## src/arpc_pkg.sv

```systemverilog
// arpc_pkg: shared types and codes of the arp cache engine
// item structs, memory entry layouts, op and status codes; no dependencies
package arpc_pkg;

  localparam int unsigned CACHE_ENTRIES_DEF   = 16;
  localparam int unsigned PENDING_ENTRIES_DEF = 8;

  // op codes of an input beat
  localparam logic [2:0] OP_RX       = 3'd0;
  localparam logic [2:0] OP_LOOKUP   = 3'd1;
  localparam logic [2:0] OP_ADD_PEND = 3'd2;
  localparam logic [2:0] OP_DELETE   = 3'd3;
  localparam logic [2:0] OP_CLEAR    = 3'd4;

  // arp opcodes
  localparam logic [15:0] ARP_OP_REQ  = 16'd1;
  localparam logic [15:0] ARP_OP_RESP = 16'd2;

  // result status codes
  localparam logic [1:0] ST_DONE       = 2'd0;
  localparam logic [1:0] ST_CACHE_FULL = 2'd1;
  localparam logic [1:0] ST_PEND_FULL  = 2'd2;
  localparam logic [1:0] ST_BAD_OPCODE = 2'd3;

  typedef struct packed {
    logic [2:0]  op;
    logic [15:0] arp_opcode;
    logic [31:0] sender_ip;
    logic [47:0] sender_mac;
    logic [31:0] target_ip;
    logic [31:0] query_ip;
  } in_item_t;

  typedef struct packed {
    logic [1:0]  status;
    logic        hit;
    logic [47:0] found_mac;
    logic        pending;
    logic        send_reply;
    logic [47:0] reply_mac;
    logic [31:0] reply_ip;
  } out_item_t;

  typedef struct packed {
    logic        valid;
    logic [31:0] ip;
    logic [47:0] mac;
  } cache_entry_t;

  typedef struct packed {
    logic        valid;
    logic [31:0] ip;
  } pend_entry_t;

endpackage

```

## src/arpc_ram.sv

```systemverilog
// arpc_ram: single-port-write, single-port-read synchronous memory
// registered read data; no package dependency
module arpc_ram #(
  parameter int unsigned DEPTH = 16,
  parameter int unsigned WIDTH = 8,
  localparam int unsigned AW = (DEPTH > 1) ? $clog2(DEPTH) : 1
) (
  input  logic             clk_i,
  input  logic             we_i,
  input  logic [AW-1:0]    waddr_i,
  input  logic [WIDTH-1:0] wdata_i,
  input  logic [AW-1:0]    raddr_i,
  output logic [WIDTH-1:0] rdata_o
);

  logic [WIDTH-1:0] mem [DEPTH];
  logic [WIDTH-1:0] rdata_q;

  always_ff @(posedge clk_i) begin
    if (we_i) begin
      mem[waddr_i] <= wdata_i;
    end
    rdata_q <= mem[raddr_i];
  end

  assign rdata_o = rdata_q;

endmodule

```

## src/arpc_ctrl.sv

```systemverilog
// arpc_ctrl: scan sequencer, read-modify-write control and result register
// uses arpc_pkg; drives the cache and pending memories
module arpc_ctrl
  import arpc_pkg::*;
#(
  parameter int unsigned CACHE_ENTRIES   = CACHE_ENTRIES_DEF,
  parameter int unsigned PENDING_ENTRIES = PENDING_ENTRIES_DEF,
  localparam int unsigned CW = (CACHE_ENTRIES > 1) ? $clog2(CACHE_ENTRIES) : 1,
  localparam int unsigned PW = (PENDING_ENTRIES > 1) ? $clog2(PENDING_ENTRIES) : 1
) (
  input  logic         clk_i,
  input  logic         rst_ni,
  input  logic         cfg_valid_i,
  output logic         cfg_ready_o,
  input  logic [31:0]  cfg_data_i,
  input  logic         in_valid_i,
  output logic         in_ready_o,
  input  in_item_t     in_data_i,
  output logic         out_valid_o,
  input  logic         out_ready_i,
  output out_item_t    out_data_o,
  output logic         cache_we_o,
  output logic [CW-1:0] cache_waddr_o,
  output cache_entry_t cache_wdata_o,
  output logic [CW-1:0] cache_raddr_o,
  input  cache_entry_t cache_rdata_i,
  output logic         pend_we_o,
  output logic [PW-1:0] pend_waddr_o,
  output pend_entry_t  pend_wdata_o,
  output logic [PW-1:0] pend_raddr_o,
  input  pend_entry_t  pend_rdata_i
);

  localparam int unsigned ScanLen = (CACHE_ENTRIES > PENDING_ENTRIES) ?
                                    CACHE_ENTRIES : PENDING_ENTRIES;
  localparam int unsigned NW = $clog2(ScanLen) + 1;

  typedef enum logic [1:0] {S_INIT, S_IDLE, S_SCAN, S_COMMIT} state_e;

  state_e       state_q, state_d;
  logic [NW-1:0] idx_q, idx_d;
  logic         cmp_vld_q, cmp_vld_d;
  logic [NW-1:0] cmp_idx_q, cmp_idx_d;
  in_item_t     item_q, item_d;
  logic [31:0]  local_ip_q, local_ip_d;
  logic         c_hit_q, c_hit_d;
  logic [CW-1:0] c_hit_idx_q, c_hit_idx_d;
  logic [47:0]  c_mac_q, c_mac_d;
  logic         c_free_q, c_free_d;
  logic [CW-1:0] c_free_idx_q, c_free_idx_d;
  logic         p_hit_q, p_hit_d;
  logic [PW-1:0] p_hit_idx_q, p_hit_idx_d;
  logic         p_free_q, p_free_d;
  logic [PW-1:0] p_free_idx_q, p_free_idx_d;
  logic         out_valid_q, out_valid_d;
  out_item_t    out_q, out_d;

  logic         idx_in_cache, idx_in_pend, cmp_in_cache, cmp_in_pend;
  logic [31:0]  key;
  logic         is_arp;

  assign idx_in_cache = idx_q < NW'(CACHE_ENTRIES);
  assign idx_in_pend  = idx_q < NW'(PENDING_ENTRIES);
  assign cmp_in_cache = cmp_idx_q < NW'(CACHE_ENTRIES);
  assign cmp_in_pend  = cmp_idx_q < NW'(PENDING_ENTRIES);
  assign key    = (item_q.op == OP_RX) ? item_q.sender_ip : item_q.query_ip;
  assign is_arp = (item_q.arp_opcode == ARP_OP_REQ) || (item_q.arp_opcode == ARP_OP_RESP);

  // out-of-range scan slots read entry zero and are ignored
  assign cache_raddr_o = idx_in_cache ? idx_q[CW-1:0] : '0;
  assign pend_raddr_o  = idx_in_pend ? idx_q[PW-1:0] : '0;

  assign cfg_ready_o = 1'b1;
  assign in_ready_o  = (state_q == S_IDLE);
  assign out_valid_o = out_valid_q;
  assign out_data_o  = out_q;

  always_comb begin
    state_d      = state_q;
    idx_d        = idx_q;
    cmp_vld_d    = cmp_vld_q;
    cmp_idx_d    = cmp_idx_q;
    item_d       = item_q;
    local_ip_d   = cfg_valid_i ? cfg_data_i : local_ip_q;
    c_hit_d      = c_hit_q;
    c_hit_idx_d  = c_hit_idx_q;
    c_mac_d      = c_mac_q;
    c_free_d     = c_free_q;
    c_free_idx_d = c_free_idx_q;
    p_hit_d      = p_hit_q;
    p_hit_idx_d  = p_hit_idx_q;
    p_free_d     = p_free_q;
    p_free_idx_d = p_free_idx_q;
    out_valid_d  = out_valid_q && !out_ready_i;
    out_d        = out_q;

    cache_we_o    = 1'b0;
    cache_waddr_o = idx_q[CW-1:0];
    cache_wdata_o = '0;
    pend_we_o     = 1'b0;
    pend_waddr_o  = idx_q[PW-1:0];
    pend_wdata_o  = '0;

    case (state_q)
      S_INIT: begin
        // clearing pass over both memories after reset
        cache_we_o = idx_in_cache;
        pend_we_o  = idx_in_pend;
        if (idx_q == NW'(ScanLen - 1)) begin
          idx_d   = '0;
          state_d = S_IDLE;
        end else begin
          idx_d = idx_q + NW'(1);
        end
      end
      S_IDLE: begin
        if (in_valid_i) begin
          item_d    = in_data_i;
          idx_d     = '0;
          cmp_vld_d = 1'b0;
          c_hit_d   = 1'b0;
          c_free_d  = 1'b0;
          p_hit_d   = 1'b0;
          p_free_d  = 1'b0;
          state_d   = S_SCAN;
        end
      end
      S_SCAN: begin
        if (idx_q != NW'(ScanLen)) begin
          cmp_vld_d = 1'b1;
          cmp_idx_d = idx_q;
          idx_d     = idx_q + NW'(1);
          // clear sweeps the cache valid flags while the scan runs
          cache_we_o = (item_q.op == OP_CLEAR) && idx_in_cache;
        end else begin
          cmp_vld_d = 1'b0;
        end
        if (cmp_vld_q) begin
          if (cmp_in_cache) begin
            if (cache_rdata_i.valid && cache_rdata_i.ip == key && !c_hit_q) begin
              c_hit_d     = 1'b1;
              c_hit_idx_d = cmp_idx_q[CW-1:0];
              c_mac_d     = cache_rdata_i.mac;
            end
            if (!cache_rdata_i.valid && !c_free_q) begin
              c_free_d     = 1'b1;
              c_free_idx_d = cmp_idx_q[CW-1:0];
            end
          end
          if (cmp_in_pend) begin
            if (pend_rdata_i.valid && pend_rdata_i.ip == key && !p_hit_q) begin
              p_hit_d     = 1'b1;
              p_hit_idx_d = cmp_idx_q[PW-1:0];
            end
            if (!pend_rdata_i.valid && !p_free_q) begin
              p_free_d     = 1'b1;
              p_free_idx_d = cmp_idx_q[PW-1:0];
            end
          end
          if (cmp_idx_q == NW'(ScanLen - 1)) begin
            state_d = S_COMMIT;
          end
        end
      end
      S_COMMIT: begin
        if (!out_valid_q || out_ready_i) begin
          out_d       = '0;
          out_valid_d = 1'b1;
          state_d     = S_IDLE;
          case (item_q.op)
            OP_RX: begin
              if (is_arp) begin
                cache_we_o          = c_hit_q || c_free_q;
                cache_waddr_o       = c_hit_q ? c_hit_idx_q : c_free_idx_q;
                cache_wdata_o.valid = 1'b1;
                cache_wdata_o.ip    = item_q.sender_ip;
                cache_wdata_o.mac   = item_q.sender_mac;
                if (!c_hit_q && !c_free_q) begin
                  out_d.status = ST_CACHE_FULL;
                end
                if (item_q.arp_opcode == ARP_OP_REQ && item_q.target_ip == local_ip_q) begin
                  out_d.send_reply = 1'b1;
                  out_d.reply_mac  = item_q.sender_mac;
                  out_d.reply_ip   = item_q.sender_ip;
                end
                // a reply retires the first matching pending request
                if (item_q.arp_opcode == ARP_OP_RESP && p_hit_q) begin
                  pend_we_o    = 1'b1;
                  pend_waddr_o = p_hit_idx_q;
                end
              end else begin
                out_d.status = ST_BAD_OPCODE;
              end
            end
            OP_LOOKUP: begin
              out_d.hit       = c_hit_q;
              out_d.found_mac = c_hit_q ? c_mac_q : '0;
              out_d.pending   = p_hit_q;
            end
            OP_ADD_PEND: begin
              if (p_free_q) begin
                pend_we_o          = 1'b1;
                pend_waddr_o       = p_free_idx_q;
                pend_wdata_o.valid = 1'b1;
                pend_wdata_o.ip    = item_q.query_ip;
              end else begin
                out_d.status = ST_PEND_FULL;
              end
            end
            OP_DELETE: begin
              cache_we_o    = c_hit_q;
              cache_waddr_o = c_hit_idx_q;
            end
            default: begin
              out_d.status = ST_DONE;
            end
          endcase
        end
      end
      default: begin
        state_d = S_INIT;
      end
    endcase
  end

  always_ff @(posedge clk_i or negedge rst_ni) begin
    if (!rst_ni) begin
      state_q      <= S_INIT;
      idx_q        <= '0;
      cmp_vld_q    <= 1'b0;
      cmp_idx_q    <= '0;
      item_q       <= '0;
      local_ip_q   <= '0;
      c_hit_q      <= 1'b0;
      c_hit_idx_q  <= '0;
      c_mac_q      <= '0;
      c_free_q     <= 1'b0;
      c_free_idx_q <= '0;
      p_hit_q      <= 1'b0;
      p_hit_idx_q  <= '0;
      p_free_q     <= 1'b0;
      p_free_idx_q <= '0;
      out_valid_q  <= 1'b0;
      out_q        <= '0;
    end else begin
      state_q      <= state_d;
      idx_q        <= idx_d;
      cmp_vld_q    <= cmp_vld_d;
      cmp_idx_q    <= cmp_idx_d;
      item_q       <= item_d;
      local_ip_q   <= local_ip_d;
      c_hit_q      <= c_hit_d;
      c_hit_idx_q  <= c_hit_idx_d;
      c_mac_q      <= c_mac_d;
      c_free_q     <= c_free_d;
      c_free_idx_q <= c_free_idx_d;
      p_hit_q      <= p_hit_d;
      p_hit_idx_q  <= p_hit_idx_d;
      p_free_q     <= p_free_d;
      p_free_idx_q <= p_free_idx_d;
      out_valid_q  <= out_valid_d;
      out_q        <= out_d;
    end
  end

endmodule

```

## src/arp_cache_engine.sv

```systemverilog
// arp_cache_engine: top level, ipv4-to-mac cache with pending request list
// uses arpc_pkg, arpc_ram and arpc_ctrl
//
// Every input beat scans the cache memory and the pending memory in parallel, one
// entry per cycle through their registered read ports, then commits at most one write
// to each and loads the result register; the commit waits while an earlier result
// is not yet taken, but a new item is taken while the previous result still waits.
// After reset a clearing pass over both memories runs with in_ready_o low; local_ip
// writes on the cfg channel are taken at any time.
module arp_cache_engine
  import arpc_pkg::*;
#(
  parameter int unsigned CACHE_ENTRIES   = CACHE_ENTRIES_DEF,
  parameter int unsigned PENDING_ENTRIES = PENDING_ENTRIES_DEF
) (
  input  logic      clk_i,
  input  logic      rst_ni,
  input  logic      cfg_valid_i,
  output logic      cfg_ready_o,
  input  logic [31:0] cfg_data_i,
  input  logic      in_valid_i,
  output logic      in_ready_o,
  input  in_item_t  in_data_i,
  output logic      out_valid_o,
  input  logic      out_ready_i,
  output out_item_t out_data_o
);

  localparam int unsigned CW = (CACHE_ENTRIES > 1) ? $clog2(CACHE_ENTRIES) : 1;
  localparam int unsigned PW = (PENDING_ENTRIES > 1) ? $clog2(PENDING_ENTRIES) : 1;

  logic         cache_we;
  logic [CW-1:0] cache_waddr, cache_raddr;
  cache_entry_t cache_wdata, cache_rdata;
  logic         pend_we;
  logic [PW-1:0] pend_waddr, pend_raddr;
  pend_entry_t  pend_wdata, pend_rdata;

  arpc_ctrl #(
    .CACHE_ENTRIES  (CACHE_ENTRIES),
    .PENDING_ENTRIES(PENDING_ENTRIES)
  ) u_ctrl (
    .clk_i        (clk_i),
    .rst_ni       (rst_ni),
    .cfg_valid_i  (cfg_valid_i),
    .cfg_ready_o  (cfg_ready_o),
    .cfg_data_i   (cfg_data_i),
    .in_valid_i   (in_valid_i),
    .in_ready_o   (in_ready_o),
    .in_data_i    (in_data_i),
    .out_valid_o  (out_valid_o),
    .out_ready_i  (out_ready_i),
    .out_data_o   (out_data_o),
    .cache_we_o   (cache_we),
    .cache_waddr_o(cache_waddr),
    .cache_wdata_o(cache_wdata),
    .cache_raddr_o(cache_raddr),
    .cache_rdata_i(cache_rdata),
    .pend_we_o    (pend_we),
    .pend_waddr_o (pend_waddr),
    .pend_wdata_o (pend_wdata),
    .pend_raddr_o (pend_raddr),
    .pend_rdata_i (pend_rdata)
  );

  arpc_ram #(
    .DEPTH(CACHE_ENTRIES),
    .WIDTH($bits(cache_entry_t))
  ) u_cache_ram (
    .clk_i  (clk_i),
    .we_i   (cache_we),
    .waddr_i(cache_waddr),
    .wdata_i(cache_wdata),
    .raddr_i(cache_raddr),
    .rdata_o(cache_rdata)
  );

  arpc_ram #(
    .DEPTH(PENDING_ENTRIES),
    .WIDTH($bits(pend_entry_t))
  ) u_pend_ram (
    .clk_i  (clk_i),
    .we_i   (pend_we),
    .waddr_i(pend_waddr),
    .wdata_i(pend_wdata),
    .raddr_i(pend_raddr),
    .rdata_o(pend_rdata)
  );

endmodule

```

## config.mk

```make
export PLATFORM = sky130hd
export DESIGN_NAME = arp_cache_engine
export DESIGN_NICKNAME = d
export VERILOG_FILES = /design/src/arpc_pkg.sv /design/src/arpc_ram.sv /design/src/arpc_ctrl.sv /design/src/arp_cache_engine.sv
export SDC_FILE = /design/constraint.sdc
export NUM_CORES = 2
export LEC_CHECK = 0
export ABC_AREA = 1
export BUFFER_PORTS_ARGS = -buffer_cell sky130_fd_sc_hd__buf_2
export CAP_MARGIN = 20
export CORE_MARGIN = 3
export CORE_UTILIZATION = 55
export CTS_BUF_LIST = sky130_fd_sc_hd__clkbuf_16
export CTS_CLUSTER_SIZE = 16
export DETAILED_ROUTE_END_ITERATION = 8
export PLACE_DENSITY = 0.78
export SYNTH_ARGS = -nofsm -noshare
export SYNTH_HDL_FRONTEND = slang
export SYNTH_SLANG_ARGS = --single-unit
```

## constraint.sdc

```tcl
create_clock -name clk_i -period 5.99 [get_ports clk_i]
set_input_delay 1.198 -clock clk_i [delete_from_list [all_inputs] [get_ports clk_i]]
set_output_delay 1.198 -clock clk_i [all_outputs]
set_load 0.01 [all_outputs]
```

* Yosys cells after proc, flatten, opt, wreduce, memory -nomap -nowiden
Memories as Yosys holds them, arrays and structs flattened. A register that Yosys moved wholly into a read port is not among the register bits. Index checks and enable logic that the tools add are counted.
Storage, ports and cells: memories 2, logic and storage cells 179, bits in writable memories 1560, output and inout bits 136, bits of input ports 200, flip-flop bits (word level) 408
Operators by class: reductions and logical operators 40, add/sub/neg operators 1, eq/ne operators 27, muxes and demuxes 77, $lt $le $gt $ge 4
Memory list:
- u_cache_ram.mem | depth 16, bits a word 81, read ports 1, clocked after memory_dff 1, write ports 1, RTL line arpc_ram.sv:16 | logic [WIDTH-1:0] mem [DEPTH];
- u_pend_ram.mem | depth 8, bits a word 33, read ports 1, clocked after memory_dff 1, write ports 1, RTL line arpc_ram.sv:16
Operators by type and width (count):
- two-way mux 81 bit | 7
- two-way mux 33 bit | 4
- == test 32 bit | 3
- two-way mux 50 bit | 1
- two-way mux 48 bit | 1
- two-way mux 32 bit | 1
- two-way mux 1 bit | 28
- AND reduction 5 bit | 5
- inequality test 2 x 1 -> 1 bit (second input constant) | 11
- two-way mux 4 bit | 5
- two-way mux 3 bit | 6
- == test 16 x 1 -> 1 bit (second input constant) | 1
- == test 16 x 2 -> 1 bit (second input constant) | 1
- case mux 1 bit (2 select lines) | 8
- AND reduction 4 bit | 4
- two-way mux 5 bit | 3
- case mux 5 bit (3 select lines) | 1
- two-way mux 2 bit | 7
- logical AND 1 bit | 11
- == test 5 x 4 -> 1 bit (second input constant) | 2
- < comparator 5 x 4 -> 1 bit (second input constant) | 2
- < comparator 5 bit (second input constant) | 2
- zero test 1 bit | 8
- case mux 2 bit (4 select lines) | 1
- other kinds (19) | 26

* Depth between registers and ports, before layout
depth after elaboration 9, gate-level depth with buffers 16, mapped depth without buffers 14

* Modules after synthesis
A second synthesis with hierarchy kept.
Unflattened totals: cell total of the unflattened synthesis 8803, area, all modules 88645.0 um^2
Modules (own cells, without submodules):
- arpc_ram (u_cache_ram) | sequential area each 40538.9 um^2, instances 1, cells an instance 5319, area an instance 57342.5 um^2
- arpc_ctrl | sequential area each 10209.8 um^2, instances 1, cells an instance 2292, area an instance 19075.8 um^2
- arpc_ram (u_pend_ram) | sequential area each 8588.2 um^2, instances 1, cells an instance 1192, area an instance 12226.7 um^2

* Worst setup path before layout
No wires, ideal clock.
path type input to register, start point input out_ready_i, end point memory u_cache_ram.mem[1][0] in the netlist's numbering (enable), arrival 5.684 ns, stages 9, data required time 5.469 ns, setup time 0.521 ns, setup slack -0.215 ns, path buffers 1, path through nor2_1 -> nor2_1 -> nand2_1 -> inv_1 -> clkbuf_1 -> nand3_1 -> nand2_1 -> nand2_1 -> nor2_1
Between the ends: cells in the longest elaborated chain, start to end 5, elaborated cells on any way between the ends 7, those cells by class 6 x mux; 1 x reduce/logical
Ends and longest elaborated chain:
- start: declaration | RTL line arp_cache_engine.sv:25 | input logic out_ready_i,
- logical OR 1 bit * | RTL line arpc_ctrl.sv:166 | if (!out_valid_q || out_ready_i) begin
- two-way mux 1 bit | RTL line arpc_ctrl.sv:166
- case mux 1 bit (3 select lines) | RTL line arpc_ctrl.sv:104 | case (state_q)
- two-way mux 1 bit | RTL line arpc_ram.sv:20 | if (we_i) begin
- two-way mux 1 bit (not written as such) | RTL line arpc_ram.sv:21 | mem[waddr_i] <= wdata_i;
- end: declaration | RTL line arpc_ram.sv:16
Mark *: on every way between the ends. The rest lies on a longest branch, timed or not.

* Worst setup path in the final report
start point register u_ctrl.state_q[0], end point memory u_cache_ram.mem[7][48] in the netlist's numbering (enable)
Between the ends: cells in the longest elaborated chain, start to end 4, elaborated cells on any way between the ends 7, those cells by class 2 x eq/ne; 4 x mux; 1 x reduce/logical
Ends and longest elaborated chain:
- start: declaration | RTL line arpc_ctrl.sv:40 | state_e state_q, state_d;
- start signal: assignment | RTL line arpc_ctrl.sv:246 | state_q <= state_d;
- == test 2 bit / zero test 2 bit (equally long branches) | RTL line arpc_ctrl.sv:104
- case mux 1 bit (3 select lines) | RTL line arpc_ctrl.sv:104
- two-way mux 1 bit | RTL line arpc_ram.sv:20
- two-way mux 1 bit (not written as such) | RTL line arpc_ram.sv:21
Parallel ways exist; a longest one is shown, timed or not.

==> out/results.ini <==
[timing]
min_period_over_period=0.691
hold_viol=0
period_minus_slack_ns=4.14
setup_viol=0
final_max_slew_viol_count=0
rsz0062_at_grt=false
slew-limit-headroom=0.169
tightest_slew_ns=1.25
hold-worst-slack_ns=0.309
fin_skew_ns=0.0640
max_freq_mhz=241

[layout]
drive_above_1_share=0.126
fin_area_mm2=0.0923
nets=7242
areaGrowthSynthToFinish_pct=12.3
nFillCells=10771

[die]
die_x_um=393
ioPinCount=336
initial_core_util=0.555
rows=141
die-area_mm2=0.154
die_y_um=393
core_mm2=0.148

[routing]
first_pass_iters=8
via_count=56879
via_per_inst=6.22
drt_iter0_drc=7469
ant_nets=0
routed_wl_um=231000
drc=0
wl_per_cell_um=25.2

[clocking]
clock-root-buffer=clkbuf_16
clk_pin_slew_ns=0.06
cts_made_buffers=201
cts_max_level=4
clockBufferDepth=3
cts_tree=built
cts_sinks=2082
cts.repair.resized=0
cts-hold-fix-buffers=0
clk_latency_ns=0.85
postCtsSetupBuffers=0

[yosys]
synth_mux_area_frac=0.0181
synth.distinct_cells=42
synth-edff-count=1560
ys_seq_area_frac=0.722
synth-simple-area-share=0.139
synth_area_leaders=edfxtp_1, dfrtp_1, nor2_1, nand2_1, o21ai_0
syn-instance-count=6817
yosysTopAreaCellShare=0.570
synth.most_common_cell=nor2_1
synth-compound-area-share=0.0871
avgSynthCellArea_um2=12.1
synth_xor_area_frac=0.00330
synth_ff_type=edfxtp_1
netlist_area_mm2=0.0822
synthAdderAreaFrac=0.00137
syn_nets=7026
synthTopCellsByCount=nor2_1, edfxtp_1, nand2_1, o21ai_0, dfrtp_1
async_flop_share=0.196
synth_warnings=0
synth_top_family_by_area=simple AND/OR/NAND/NOR gates
ys_ff_latch=2082
yosysTopAreaCell=edfxtp_1

[global_routing]
antenna_found_initial=7
grt_max_degree=234
grt_first_pass_wirelength_um=343000
grt_usage=0.296
overflow=0
grt_pass1_vias=55715

[setup_path]
path_class=reg -> reg
worstPathArrival_ns=4.59
cp_max_fo=44
required_ns=6.44
worstSetupStartpointType=flop
cp-end-kind=flop

[run]
cap_violations=0

[placed_design]
post-dp-hpwl_um=130000
place_congestion=0.978
io_buffer_count=334
placed_cell_area_mm2=0.0859

[power_and_ir_drop]
p_leak_nw=34.5
peakVddDrop_mv=0.445
powerDensity_mw_per_mm2=444
fin_total_pwr_mw=41.0

[worst_hold_path]
hold_path.class=in -> async

[outcome]
status=finished clean

-- power by group --
group / total, mW / switching [mW] / internal (mW) / leakage (nW)
combinational: 10.7 / 7.73 / 3.01 / 10.6
sequential: 18.1 / 1.19 / 16.9 / 20.6
clock: 12.1 / 5.50 / 6.60 / 3.36
total: 41.0 / 14.4 / 26.5 / 34.5
-- layout make-up --
cell class	instances	area, um^2	share of cell area
tap	1930	2410	0.0262
multi-input combinational	4110	20700	0.224
timing repair buffer	440	2730	0.0296
clock buffer	207	5180	0.0561
antenna	2	5.00	0.0000542
clock inverter	174	1160	0.0126
sequential	2082	59300	0.643
inverter	198	773	0.00838
-- metrics by stage --
stage	utilization	TNS [ns]	cells	worst slack [ns]
floorplan	-	-251.42	6817	-0.215
global placement	0.580	0	8757	1.33
detailed placement	0.581	0	8759	1.28
CTS	0.623	0	9140	1.94
global route	0.624	0	9142	1.70
finish	0.624	0	9143	1.85
-- state kept, by name, indices dropped and copies added, names as in the netlist --
register / cells
u_pend_ram.rdata_o: 33
u_ctrl.idx_q: 5
u_ctrl.p_hit_idx_q: 3
u_ctrl.c_free_idx_q: 4
u_ctrl.cmp_idx_q: 5
u_ctrl.p_free_idx_q: 3
u_ctrl.c_free_q: 1
u_cache_ram.mem: 1296
u_ctrl.cmp_vld_q: 1
u_ctrl.item_q: 163
u_ctrl.out_data_o: 133
u_pend_ram.mem: 264
u_ctrl.p_hit_q: 1
u_ctrl.state_q: 2
u_cache_ram.rdata_o: 81
u_ctrl.c_mac_q: 48
u_ctrl.c_hit_idx_q: 4
u_ctrl.p_free_q: 1
u_ctrl.local_ip_q: 32
u_ctrl.out_valid_o: 1
u_ctrl.c_hit_q: 1
-- cells in the final DEF (no fill, tap or decap), types with 27 or more instances in the layout --
cell type  synthesis  final
clkbuf_16          0    207
buf_4              4     85
clkinv_1           2     39
a31oi_1           34     34
clkinv_2           0     40
dfrtp_1          408    407
nand4_1           69     69
dfxtp_1          114    114
nor2_4             1     34
mux2_2           132    132
o21ai_0          538    538
nand3_1          298    297
buf_2             30    333
nand3b_1          40     40
a21oi_1           85     85
o32ai_1           27     27
nor2_1          1645   1617
o211ai_1          30     30
inv_1            187    244
o311ai_0         297    297
nand2_1          763    761
edfxtp_1        1560   1560
o221ai_1          66     66
-- kinds of logic (layout without fill, tap and decap cells) --
group | Yosys count | count (layout)
multiplexers | 132 | 132
AND/OR/NAND/NOR | 2836 | 2836
buffers and inverters | 625 | 1019
AO/OA/AOI/OAI | 1101 | 1101
adder cells (fa/ha/maj) | 9 | 9
XOR/XNOR | 31 | 31
other | 1 | 3
flip-flops | 2082 | 2082
-- final timing paths --
kind	from	end	slack [ns]	cells after the start
max	u_ctrl.state_q[0]	u_cache_ram.mem[7][48]	1.85	13
min	rst_ni	u_ctrl.item_q[70]	0.31	1
max reg2reg	u_ctrl.state_q[0]	u_cache_ram.mem[7][48]	1.85	13
min reg2reg	u_cache_ram.rdata_o[44]	u_ctrl.c_mac_q[44]	0.46	2
max in group asynchronous	rst_ni	u_ctrl.local_ip_q[16]	4.41	2
min in group clk_i	u_cache_ram.rdata_o[44]	u_ctrl.c_mac_q[44]	0.46	2
-- worst max-delay path, stage by stage, from the launching register on --
cell and delay (ns):
dfrtp_1 0.42, ha_1 0.24, inv_1 0.07, nor2_1 0.11, buf_4 0.20, nand2_1 0.13, inv_4 0.54, nand3b_1 0.15
nand2_1 0.15, nand3_1 0.14, inv_1 0.12, nand2_1 0.23, nor2_4 0.83, buf_12 0.42
-- metal layers --
layer / share of wire / up-vias / track usage / wire length (um)
met4: 0.042 / 4 / 0.122 / 9690
met2: 0.47 / 3644 / 0.462 / 107000
met3: 0.12 / 599 / 0.0744 / 27400
li1: - / 24773 / - / -
met1: 0.37 / 27859 / 0.399 / 86300
met5: 0.00012 / - / 0 / 27
Note: power is estimated with default switching activity, not from simulation.
